$ cat src/tdpm_pkg.sv
`default_nettype none
package tdpm_pkg;

    localparam int MAX_JOINTS = 6;
    localparam int ANGLE_W    = 32;
    localparam int VALUE_W    = 48;
    localparam int DIFF_W     = 50;

    localparam logic [19:0]        USEC_PER_SEC = 20'd1000000;
    localparam logic [VALUE_W-1:0] POS_LIMIT    = 48'h7FFF_FFFF_FFFF;
    localparam logic [VALUE_W-1:0] NEG_MAG      = 48'h8000_0000_0000;

    localparam logic RECORD_ROW  = 1'b0;
    localparam logic RECORD_PEAK = 1'b1;

    typedef struct packed {
        logic [31:0]        sample_time;
        logic signed [31:0] angle_0;
        logic signed [31:0] angle_1;
        logic signed [31:0] angle_2;
        logic signed [31:0] angle_3;
        logic signed [31:0] angle_4;
        logic signed [31:0] angle_5;
        logic               end_of_path;
    } t_sample;

    typedef struct packed {
        logic               record_kind;
        logic [2:0]         joint_index;
        logic signed [47:0] value_0;
        logic signed [47:0] value_1;
        logic signed [47:0] value_2;
        logic signed [47:0] value_3;
        logic signed [47:0] value_4;
        logic signed [47:0] value_5;
        logic               zero_interval;
        logic               last_result;
    } t_result;

    typedef struct packed {
        logic                     start;
        logic signed [DIFF_W-1:0] diff;
        logic [31:0]              dt;
    } t_div_req;

    function automatic logic [VALUE_W-1:0] f_mag(input logic signed [VALUE_W-1:0] x);
        logic [VALUE_W-1:0] a;
        a = x[VALUE_W-1] ? (~x + 48'd1) : x;
        return (a > POS_LIMIT) ? POS_LIMIT : a;
    endfunction

endpackage
`default_nettype wire

$ cat src/tdpm_div.sv
`default_nettype none
module tdpm_div (
    input  wire logic                       i_clk,
    input  wire logic                       i_rst_n,
    input  wire tdpm_pkg::t_div_req         i_req,
    output logic                            o_done,
    output logic signed [tdpm_pkg::VALUE_W-1:0] o_quot
);

    localparam logic [1:0] D_IDLE = 2'd0;
    localparam logic [1:0] D_MUL  = 2'd1;
    localparam logic [1:0] D_DIV  = 2'd2;
    localparam logic [1:0] D_DONE = 2'd3;

    logic [1:0]  r_state;
    logic        r_chk;
    logic        r_neg;
    logic        r_sat;
    logic [48:0] r_mag;
    logic [68:0] r_num;
    logic [31:0] r_dt;
    logic [31:0] r_rem;
    logic [47:0] r_low;
    logic [47:0] r_q;
    logic [5:0]  r_cnt;

    logic [32:0] rem_sh;
    logic        ge;
    logic [47:0] lim;
    logic [47:0] val;

    assign rem_sh = {r_rem, r_low[47]};
    assign ge     = rem_sh >= {1'b0, r_dt};
    assign lim    = r_neg ? tdpm_pkg::NEG_MAG : tdpm_pkg::POS_LIMIT;
    assign val    = (r_sat || (r_q > lim)) ? lim : r_q;
    assign o_quot = r_neg ? (~val + 48'd1) : val;
    assign o_done = (r_state == D_DONE);

    always_ff @(posedge i_clk) begin
        if (!i_rst_n) begin
            r_state <= D_IDLE;
            r_chk   <= 1'b0;
            r_cnt   <= 6'd0;
        end else begin
            unique case (r_state)
                D_IDLE: begin
                    if (i_req.start) begin
                        r_neg   <= i_req.diff[tdpm_pkg::DIFF_W-1];
                        r_mag   <= i_req.diff[tdpm_pkg::DIFF_W-1]
                                   ? 49'(-i_req.diff) : 49'(i_req.diff);
                        r_dt    <= i_req.dt;
                        r_state <= D_MUL;
                        r_chk   <= 1'b0;
                    end
                end
                D_MUL: begin
                    if (!r_chk) begin
                        r_num <= 69'(r_mag) * 69'(tdpm_pkg::USEC_PER_SEC);
                        r_chk <= 1'b1;
                    end else begin
                        r_sat   <= 32'(r_num[68:48]) >= r_dt;
                        r_rem   <= 32'(r_num[68:48]);
                        r_low   <= r_num[47:0];
                        r_q     <= 48'd0;
                        r_cnt   <= 6'd0;
                        r_state <= D_DIV;
                    end
                end
                D_DIV: begin
                    r_rem <= ge ? 32'(rem_sh - {1'b0, r_dt}) : rem_sh[31:0];
                    r_low <= {r_low[46:0], 1'b0};
                    r_q   <= {r_q[46:0], ge};
                    r_cnt <= r_cnt + 6'd1;
                    if (r_cnt == 6'd47) begin
                        r_state <= D_DONE;
                    end
                end
                D_DONE: begin
                    if (i_req.start) begin
                        r_neg   <= i_req.diff[tdpm_pkg::DIFF_W-1];
                        r_mag   <= i_req.diff[tdpm_pkg::DIFF_W-1]
                                   ? 49'(-i_req.diff) : 49'(i_req.diff);
                        r_dt    <= i_req.dt;
                        r_state <= D_MUL;
                        r_chk   <= 1'b0;
                    end else begin
                        r_state <= D_IDLE;
                    end
                end
                default: begin
                    r_state <= D_IDLE;
                end
            endcase
        end
    end

endmodule
`default_nettype wire

$ cat config.mk
export PLATFORM = sky130hd
export DESIGN_NAME = tdpm_div
export DESIGN_NICKNAME = d
export VERILOG_FILES = /design/src/tdpm_pkg.sv /design/src/tdpm_div.sv
export SDC_FILE = /design/constraint.sdc
export NUM_CORES = 1
export LEC_CHECK = 0
export BUFFER_PORTS_ARGS = -buffer_cell sky130_fd_sc_hd__clkbuf_2
export CAP_MARGIN = 20
export CORE_ASPECT_RATIO = 0.75
export CORE_MARGIN = 3
export CORE_UTILIZATION = 40
export DETAILED_ROUTE_END_ITERATION = 10
export PLACE_DENSITY = 0.53
export SETUP_SLACK_MARGIN = 0.3
export SYNTH_ARGS = -nofsm -noshare
export SYNTH_HDL_FRONTEND = slang
export SYNTH_SLANG_ARGS = --single-unit
$ cat constraint.sdc
create_clock -name i_clk -period 22.3 [get_ports i_clk]
set_clock_uncertainty 0.05 [all_clocks]
set_input_delay 6.69 -clock i_clk [delete_from_list [all_inputs] [get_ports i_clk]]
set_output_delay 6.69 -clock i_clk [all_outputs]
set_load 0.01 [all_outputs]
* Yosys cells after proc, flatten, opt, wreduce, memory -nomap -nowiden *
Cells that the tools add are included.

storage, ports and cells
  flip-flop bits (word level) = 283
  bits in latches = 0
  bits in writable memories = 0
  bits in read-only memories = 0
  input bits = 85
  logic and storage cells = 61
  memories = 0

cells by class
  add/sub/neg operators = 4
  multipliers = 1
  divide/modulo/power cells = 0
  order comparisons = 3
  eq/ne operators = 8
  shift operators = 0
  multiplexer cells = 20
  bitwise logic cells = 2
  reductions and logical operators = 12

operators by type and width
  kind                                                 number
  two-way mux 48 bit                                   5
  one-hot mux 48 bit (2 select lines)                  2
  two-way mux 32 bit                                   2
  one-hot mux 32 bit (2 select lines)                  1
  multiplier 49 x 14 -> 63 bit, second input constant  1
  two-way mux 49 bit                                   1
  negation 49 bit                                      1
  adder 48 x 1 -> 48 bit, second input constant        1
  greater-than comparator 48 bit                       1
  inverter 48 bit                                      1
  >= comparator 33 x 32 -> 1 bit                       1
  >= comparator 21 x 32 -> 1 bit                       1
  subtractor 32 bit                                    1
  AND reduction 3 bit                                  5
  one-hot mux 6 bit (2 select lines)                   1
  one-hot mux 2 bit (4 select lines)                   1
  adder 6 x 1 -> 6 bit, second input constant          1
  == test 6 bit, second input constant                 1
  two-way mux 2 bit                                    3
  two-way mux 6 bit                                    1
  inequality test 2 bit, second input constant         3
  == test 2 bit, second input constant                 2
  AND reduction 2 bit                                  2
  nonzero test 2 bit                                   2
  8 further kinds                                      9

* Depth between registers and ports, before layout *
Gate-level depths: netlist of run 1.

  depth after elaboration = 7
  mapped depth = 28
  mapped depth without buffers = 21

* Worst setup path after synthesis of run 1 *
OpenSTA, ideal clock, no wires.

  path type = register -> output
  start = reg r_neg
  end = out o_quot[44] in the netlist's numbering
  arrival = 6634 ps
  data required time = 15560 ps
  setup slack = 8926 ps
  cell stages (with the launch flop) = 27
  path buffers = 7
  path through = edfxtp_1 > clkbuf_1 > inv_1 > clkbuf_1 > clkbuf_1 > ha_1 > nand4_1 > or3_1 > o21ai_0 > nor3_1 > mux2i_1 > a21o_1 > clkbuf_1 > nand2_1 > o21ai_0 > ha_1 > clkbuf_1 > nand3_1 > or4_4 > or4b_1 > clkbuf_1 > or3_1 > buf_2 > or3_1 > nand2_1 > a21boi_0 > o21ai_1

between the ends
  cells in the longest elaborated chain, start to end = 7

ends and longest elaborated chain
  what                            RTL line        text
  from (decl)                     tdpm_div.sv:17  logic r_neg;
  from (signal assigned)          tdpm_div.sv:48  r_neg <= i_req.diff[tdpm_pkg::DIFF_W-1];
  from (signal assigned)          tdpm_div.sv:80  r_neg <= i_req.diff[tdpm_pkg::DIFF_W-1];
  two-way mux 48 bit              tdpm_div.sv:34  assign lim = r_neg ? tdpm_pkg::NEG_MAG : tdpm_pkg::POS_LIMIT;
  greater-than comparator 48 bit  tdpm_div.sv:35  assign val = (r_sat || (r_q > lim)) ? lim : r_q;
  logical OR 1 bit                tdpm_div.sv:35
  two-way mux 48 bit              tdpm_div.sv:35
  inverter 48 bit                 tdpm_div.sv:36  assign o_quot = r_neg ? (~val + 48'd1) : val;
  adder 48 x 1 -> 48 bit          tdpm_div.sv:36
  two-way mux 48 bit (*)          tdpm_div.sv:36
  to (decl)                       tdpm_div.sv:7   output logic signed [tdpm_pkg::VALUE_W-1:0] o_quot

Every way passes the cells marked *; elsewhere a longest branch is shown, timed or not.

* Worst setup path after layout of run 1 *
Ends and elaborated chain as after synthesis.

==> results of run 1 <==
[Yosys cell counts (7+ instances only)]
cell and n:
or4_1 14, mux2_2 41, o21ai_0 148, ha_1 313, fa_1 221, and2_1 43
a211o_1 7, o211ai_1 15, or2_2 10, nand3_1 34, a21oi_1 157, edfxtp_1 268
a21o_1 64, o21a_1 13, mux2i_1 28, nand2_1 121, o21bai_1 22, o41ai_1 9
nor2b_1 17, o31ai_1 26, a31oi_1 15, xor2_1 28, clkbuf_1 56, nor3_1 39
nor4_1 17, or3_1 25, inv_1 347, nand2b_1 23, nand4_1 31, a211oi_1 15
dfxtp_1 9, xnor2_1 104, a21boi_0 14, nor2_1 134
[registers in the layout (all words and copies together) (netlist names)]
name     flops
r_chk        1
r_dt        32
r_neg        1
r_cnt        6
r_state      2
r_mag       49
r_q         48
r_low       42
r_sat        1
r_num       63
r_rem       32
[path summary, 6_finish.rpt]
path                                from         end  slack [ns]  cells past startpoint
worst max-delay path               r_neg  o_quot[44]        8.03                     22
worst min-delay path            r_cnt[1]    r_cnt[1]        0.48                      2
worst min register to register  r_cnt[1]    r_cnt[1]        0.48                      2
worst max register to register  r_mag[7]   r_num[60]       15.12                     19
[through the flow]
stage | std cells | util (%) | hold WS, ns | area (sq um)
after detailed placement | 3465 | 43.5 | 0.468 | 28000
final | 3524 | 45.3 | 0.480 | 29100
after floorplan | 2518 | - | 0.429 | 26300
after global placement | 3463 | 43.4 | 0.451 | 27900
after CTS | 3523 | 45.3 | 0.482 | 29100
after global routing | 3524 | 45.3 | 0.496 | 29100
[critical path, stage by stage (launching register included)]
cell and delay, ns:
edfxtp_1 0.33, buf_4 0.40, buf_4 0.62, ha_1 0.27, nand4_1 0.12, or2_2 0.34
nor3_1 0.40, inv_1 0.08, o2111ai_1 0.26, a21o_1 0.46, nand2_1 0.13, o21ai_0 0.15
ha_1 0.19, buf_4 0.37, nand3_1 0.12, or4_4 0.49, or4b_1 0.68, or3_1 0.54
or3_1 0.41, nand2_1 0.08, a21boi_0 0.08, o21ai_1 0.23, clkbuf_2 0.18
[cells by family (layout without fill, tap and decap cells)]
family / Yosys count / count (layout) / share of synthesized area, %
AO/OA/AOI/OAI: 555 / 555 / 13.3
AND/OR/NAND/NOR: 541 / 541 / 10.6
adder cells (fa/ha/maj): 534 / 534 / 31.8
buffers and inverters: 410 / 555 / 5.86
flip-flops: 277 / 277 / 31.3
XOR/XNOR: 132 / 132 / 4.40
multiplexers: 69 / 69 / 2.82
[layout make-up]
class                   instances  area, sq um
fillers                      6198        35100
multi-input cells            1831        16500
flip-flops and latches        277         8230
inverters                     348         1310
well taps                     861         1080
clock buffers                  37          883
repair buffers                149          838
clock inverters                21          259
[routing by layer]
metal | GRT usage [%] | vias up | routed length [microns]
met1 | 30.2 | 8890 | 34000
met3 | 2.49 | 64 | 2930
met4 | 3.75 | 2 | 1000
met5 | 0 | - | 10
met2 | 24.8 | 388 | 24900
li1 | - | 9145 | -
==> results.sh, run 1 <==
export IMPL_outcome="finished clean"
export IMPL_seq_area_frac_synth_pct=31.3
export IMPL_die_w_microns=302
export IMPL_globalplace_congestion=0.861
export IMPL_io_pin_count=134
export IMPL_avgSynthCellArea_sq_um=10.4
export IMPL_period_share_pct=64.0
export IMPL_synth_top_area_share_pct=30.6
export IMPL_cts_tree="yes"
export IMPL_synth_edff_count=268
export IMPL_areaGrowthSynthToFinish_pct=10.9
export IMPL_fin_tns_setup_ns=0
export IMPL_first_pass_iters=5
export IMPL_yosys_warnings=0
export IMPL_clk_path_buf_depth=3
export IMPL_rsz0062_at_grt="no"
export IMPL_cts_buffers=34
export IMPL_grt_overflow_total=0
export IMPL_die_area_sq_um=68800
export IMPL_gr_usage_all_layers_pct=18.2
export IMPL_final_common_cell="inv_1"
export IMPL_wire_per_inst_microns=17.8
export IMPL_setup_slack_ns=8.03
export IMPL_synth_cell_types=74
export IMPL_ant_nets=0
export IMPL_vias=18500
export IMPL_fmax_ghz=0.0701
export IMPL_numClockSinks=277
export IMPL_pre_cts_ws_ns=8.68
export IMPL_drc_errors=0
export IMPL_antenna_found_initial=1
export IMPL_synth_fp_nets=3137
export IMPL_crit_fanout=60
export IMPL_core_sq_um=64300
export IMPL_cts_root_buf="clkbuf_16"
export IMPL_synth_area_leaders="edfxtp_1 (31%), fa_1 (17%), ha_1 (15%)"
export IMPL_crit_path_end_kind="output port"
export IMPL_synth_area_sq_um=26300
export IMPL_finalCriticalPeriod_ns=14.27
export IMPL_start_util_pct=40.9
export IMPL_hold_viol_final=0
export IMPL_drv_cap=0
export IMPL_grt_start_max_net_pins=66
export IMPL_slew_headroom_pct=29.5
export IMPL_clk_latency_ns=0.56
export IMPL_start_kind="flop"
export IMPL_cts_setup_buffers=0
export IMPL_rows=80
export IMPL_arrival_ns=7.53
export IMPL_clk_pin_slew_ns=0.06
export IMPL_layout_common_cells="inv_1 (347), ha_1 (312), edfxtp_1 (268), fa_1 (221), a21oi_1 (156)"
export IMPL_hold_buffers=0
export IMPL_antenna_cells=0
export IMPL_nets=3260
export IMPL_setup_viol_count_final=0
export IMPL_die_h_microns=228
export IMPL_grt_pass1_vias=18400
export IMPL_syn_inst=2518
export IMPL_drive_above_1_share_pct=10.2
export IMPL_portBuffers=133
export IMPL_synth_top_area_cell="edfxtp_1"
export IMPL_wirelength_microns=62800
export IMPL_criticalPathCategory="flop to output port"
export IMPL_drt_iter0_markers=1033
export IMPL_htreeDepth=2
export IMPL_synthArstFlopShare_pct=0
export IMPL_critical_path_required_ns=15.56
export IMPL_grt_pass1_wl_microns=102000
export IMPL_dp_hpwl_microns=49300
export IMPL_timing_hold_worst_class="flop to flop"
export IMPL_viasPerCell=5.25
export IMPL_worstMarginPinSlew_ns=1.06
export IMPL_yosys_most_used_dff="edfxtp_1"
export IMPL_cts_resized=0
export IMPL_maxSlewViolCount=0
export IMPL_ys_ff_latch=277
Power of run 1 is not shown: default switching activity piles up to over one toggle a cycle in this logic, so the estimate is an artifact.
==> inputs of run 2 (changes only) <==
--- a/config.mk
+++ b/config.mk
@@ -11,7 +11,7 @@
 export CORE_MARGIN = 3
 export CORE_UTILIZATION = 40
 export DETAILED_ROUTE_END_ITERATION = 10
-export PLACE_DENSITY = 0.53
+export PLACE_DENSITY = 0.55
 export SETUP_SLACK_MARGIN = 0.3
 export SYNTH_ARGS = -nofsm -noshare
 export SYNTH_HDL_FRONTEND = slang
==> constraint.sdc (replaced) <==
create_clock -name i_clk -period 12.1 [get_ports i_clk]
set_clock_uncertainty 0.05 [all_clocks]
set_input_delay 3.63 -clock i_clk [delete_from_list [all_inputs] [get_ports i_clk]]
set_output_delay 3.63 -clock i_clk [all_outputs]
set_load 0.01 [all_outputs]
==> results.sh, run 2 (same netlist as run 1, synthesis figures left out) <==
export IMPL_grt_start_max_net_pins=84
export IMPL_vias=18600
export IMPL_numClockSinks=277
export IMPL_first_pass_iters=7
export IMPL_drt_iter0_markers=1031
export IMPL_r2r_slack_ns=4.81
export IMPL_cts_tree="yes"
export IMPL_clk_pin_slew_ns=0.06
export IMPL_period_share_pct=91.4
export IMPL_arrival_ns=7.38
export IMPL_start_util_pct=40.9
export IMPL_crit_fanout=53
export IMPL_worst_path_largest_cell_delay_ns=0.69
export IMPL_viasPerCell=5.27
export IMPL_fillCellCount=6148
export IMPL_globalplace_congestion=0.857
export IMPL_wirelength_microns=61900
export IMPL_critical_path_required_ns=8.42
export IMPL_htreeDepth=2
export IMPL_hold_viol_final=0
export IMPL_fin_tns_setup_ns=0
export IMPL_outcome="finished clean"
export IMPL_core_sq_um=64300
export IMPL_drv_cap=0
export IMPL_cts_root_buf="clkbuf_16"
export IMPL_timing_hold_worst_class="flop to flop"
export IMPL_die_h_microns=228
export IMPL_cts_buffers=34
export IMPL_fmax_ghz=0.0904
export IMPL_grt_overflow_total=0
export IMPL_portBuffers=133
export IMPL_criticalPathCategory="flop to output port"
export IMPL_final_common_cell="inv_1"
export IMPL_rows=80
export IMPL_slowest_stage="or4b_1"
export IMPL_layout_common_cells="inv_1 (347), ha_1 (312), edfxtp_1 (268), fa_1 (221), a21oi_1 (156)"
export IMPL_crit_path_end_kind="output port"
export IMPL_crit_chain="buf_4, buf_4, ha_1, nor2b_1, o21a_1, o21ai_0, nand2b_1, a221oi_1, o2111ai_1, a21o_1, o21ai_0, ha_1, nand3_1, or4_4, or4b_1, or3_1, or3_1, nand2_1, a21boi_0, o21ai_1, clkbuf_2"
export IMPL_maxSlewViolCount=0
export IMPL_r2r_cells=21
export IMPL_antenna_found_initial=1
export IMPL_cts_resized=0
export IMPL_worstMarginPinSlew_ns=1.01
export IMPL_finalCriticalPeriod_ns=11.06
export IMPL_clk_path_buf_depth=3
export IMPL_slew_headroom_pct=32.8
export IMPL_grt_pass1_wl_microns=101000
export IMPL_ant_nets=0
export IMPL_reg_top3="r_num: 63 flops, r_mag: 49 flops, r_q: 48 flops"
export IMPL_nets=3260
export IMPL_grt_pass1_vias=18600
export IMPL_largest_register="r_num"
export IMPL_antenna_cells=0
export IMPL_areaGrowthSynthToFinish_pct=10.7
export IMPL_largest_reg_flops=63
export IMPL_hold_path_depth=2
export IMPL_dp_hpwl_microns=48600
export IMPL_hold_buffers=0
export IMPL_min_from="r_chk"
export IMPL_cts_setup_buffers=0
export IMPL_gr_usage_all_layers_pct=18.1
export IMPL_die_area_sq_um=68800
export IMPL_r2r_start="r_mag[7]"
export IMPL_rsz0062_at_grt="no"
export IMPL_setup_viol_count_final=0
export IMPL_io_pin_count=134
export IMPL_clk_latency_ns=0.56
export IMPL_drive_above_1_share_pct=10.2
export IMPL_start_kind="flop"
export IMPL_drc_errors=0
export IMPL_die_w_microns=302
export IMPL_min_to="r_chk"
export IMPL_wire_per_inst_microns=17.6
export IMPL_rr_endpoint="r_num[48]"
[run 2: worst max path at each step]
stage                from    endpoint
detailed placement  r_neg  o_quot[46]
global route        r_neg  o_quot[44]
global placement    r_neg  o_quot[44]
floorplan           r_neg  o_quot[44]
CTS                 r_neg  o_quot[46]
finish              r_neg  o_quot[44]
[run 2: area by class of cell]
cell class	instances	area [sq um]	area share (%)
clock inverters	18	170	0.585
multi-input cells	1831	16500	56.9
flip-flops and latches	277	8230	28.3
well taps	861	1080	3.71
clock buffers	40	895	3.08
repair buffers	149	851	2.93
inverters	348	1310	4.49
[run 2: critical path: cells and delay by family, from the launching register on]
| family | cells | cell delay [ns] |
|---|---|---|
| compound gates | 8 | 2.17 |
| fa+ha+maj | 2 | 0.59 |
| buf+inv | 3 | 1.26 |
| flops | 1 | 0.32 |
| simple gates | 8 | 2.44 |
[run 2: stage by stage]
stage | instances | instance area, sq um | hold slack [ns] | utilization, % | worst slack (ns)
finish | 3524 | 29100 | 0.484 | 45.2 | 1.04
global route | 3524 | 29100 | 0.509 | 45.2 | 0.369
CTS | 3523 | 29000 | 0.477 | 45.2 | 1.07
detailed placement | 3465 | 28000 | 0.462 | 43.5 | 1.67
global placement | 3462 | 27900 | 0.447 | 43.4 | 1.80
floorplan | 2518 | 26300 | 0.429 | - | 1.79
[run 2: per-layer routing]
metal / routed length, microns / up-vias / track usage [%]
li1: - / 9137 / -
met1: 32000 / 8969 / 28.5
met2: 25300 / 387 / 25.6
met3: 3620 / 61 / 3.50
met4: 1020 / 2 / 3.36
met5: 10 / - / 0
Power of run 2 is left out for the same reason.
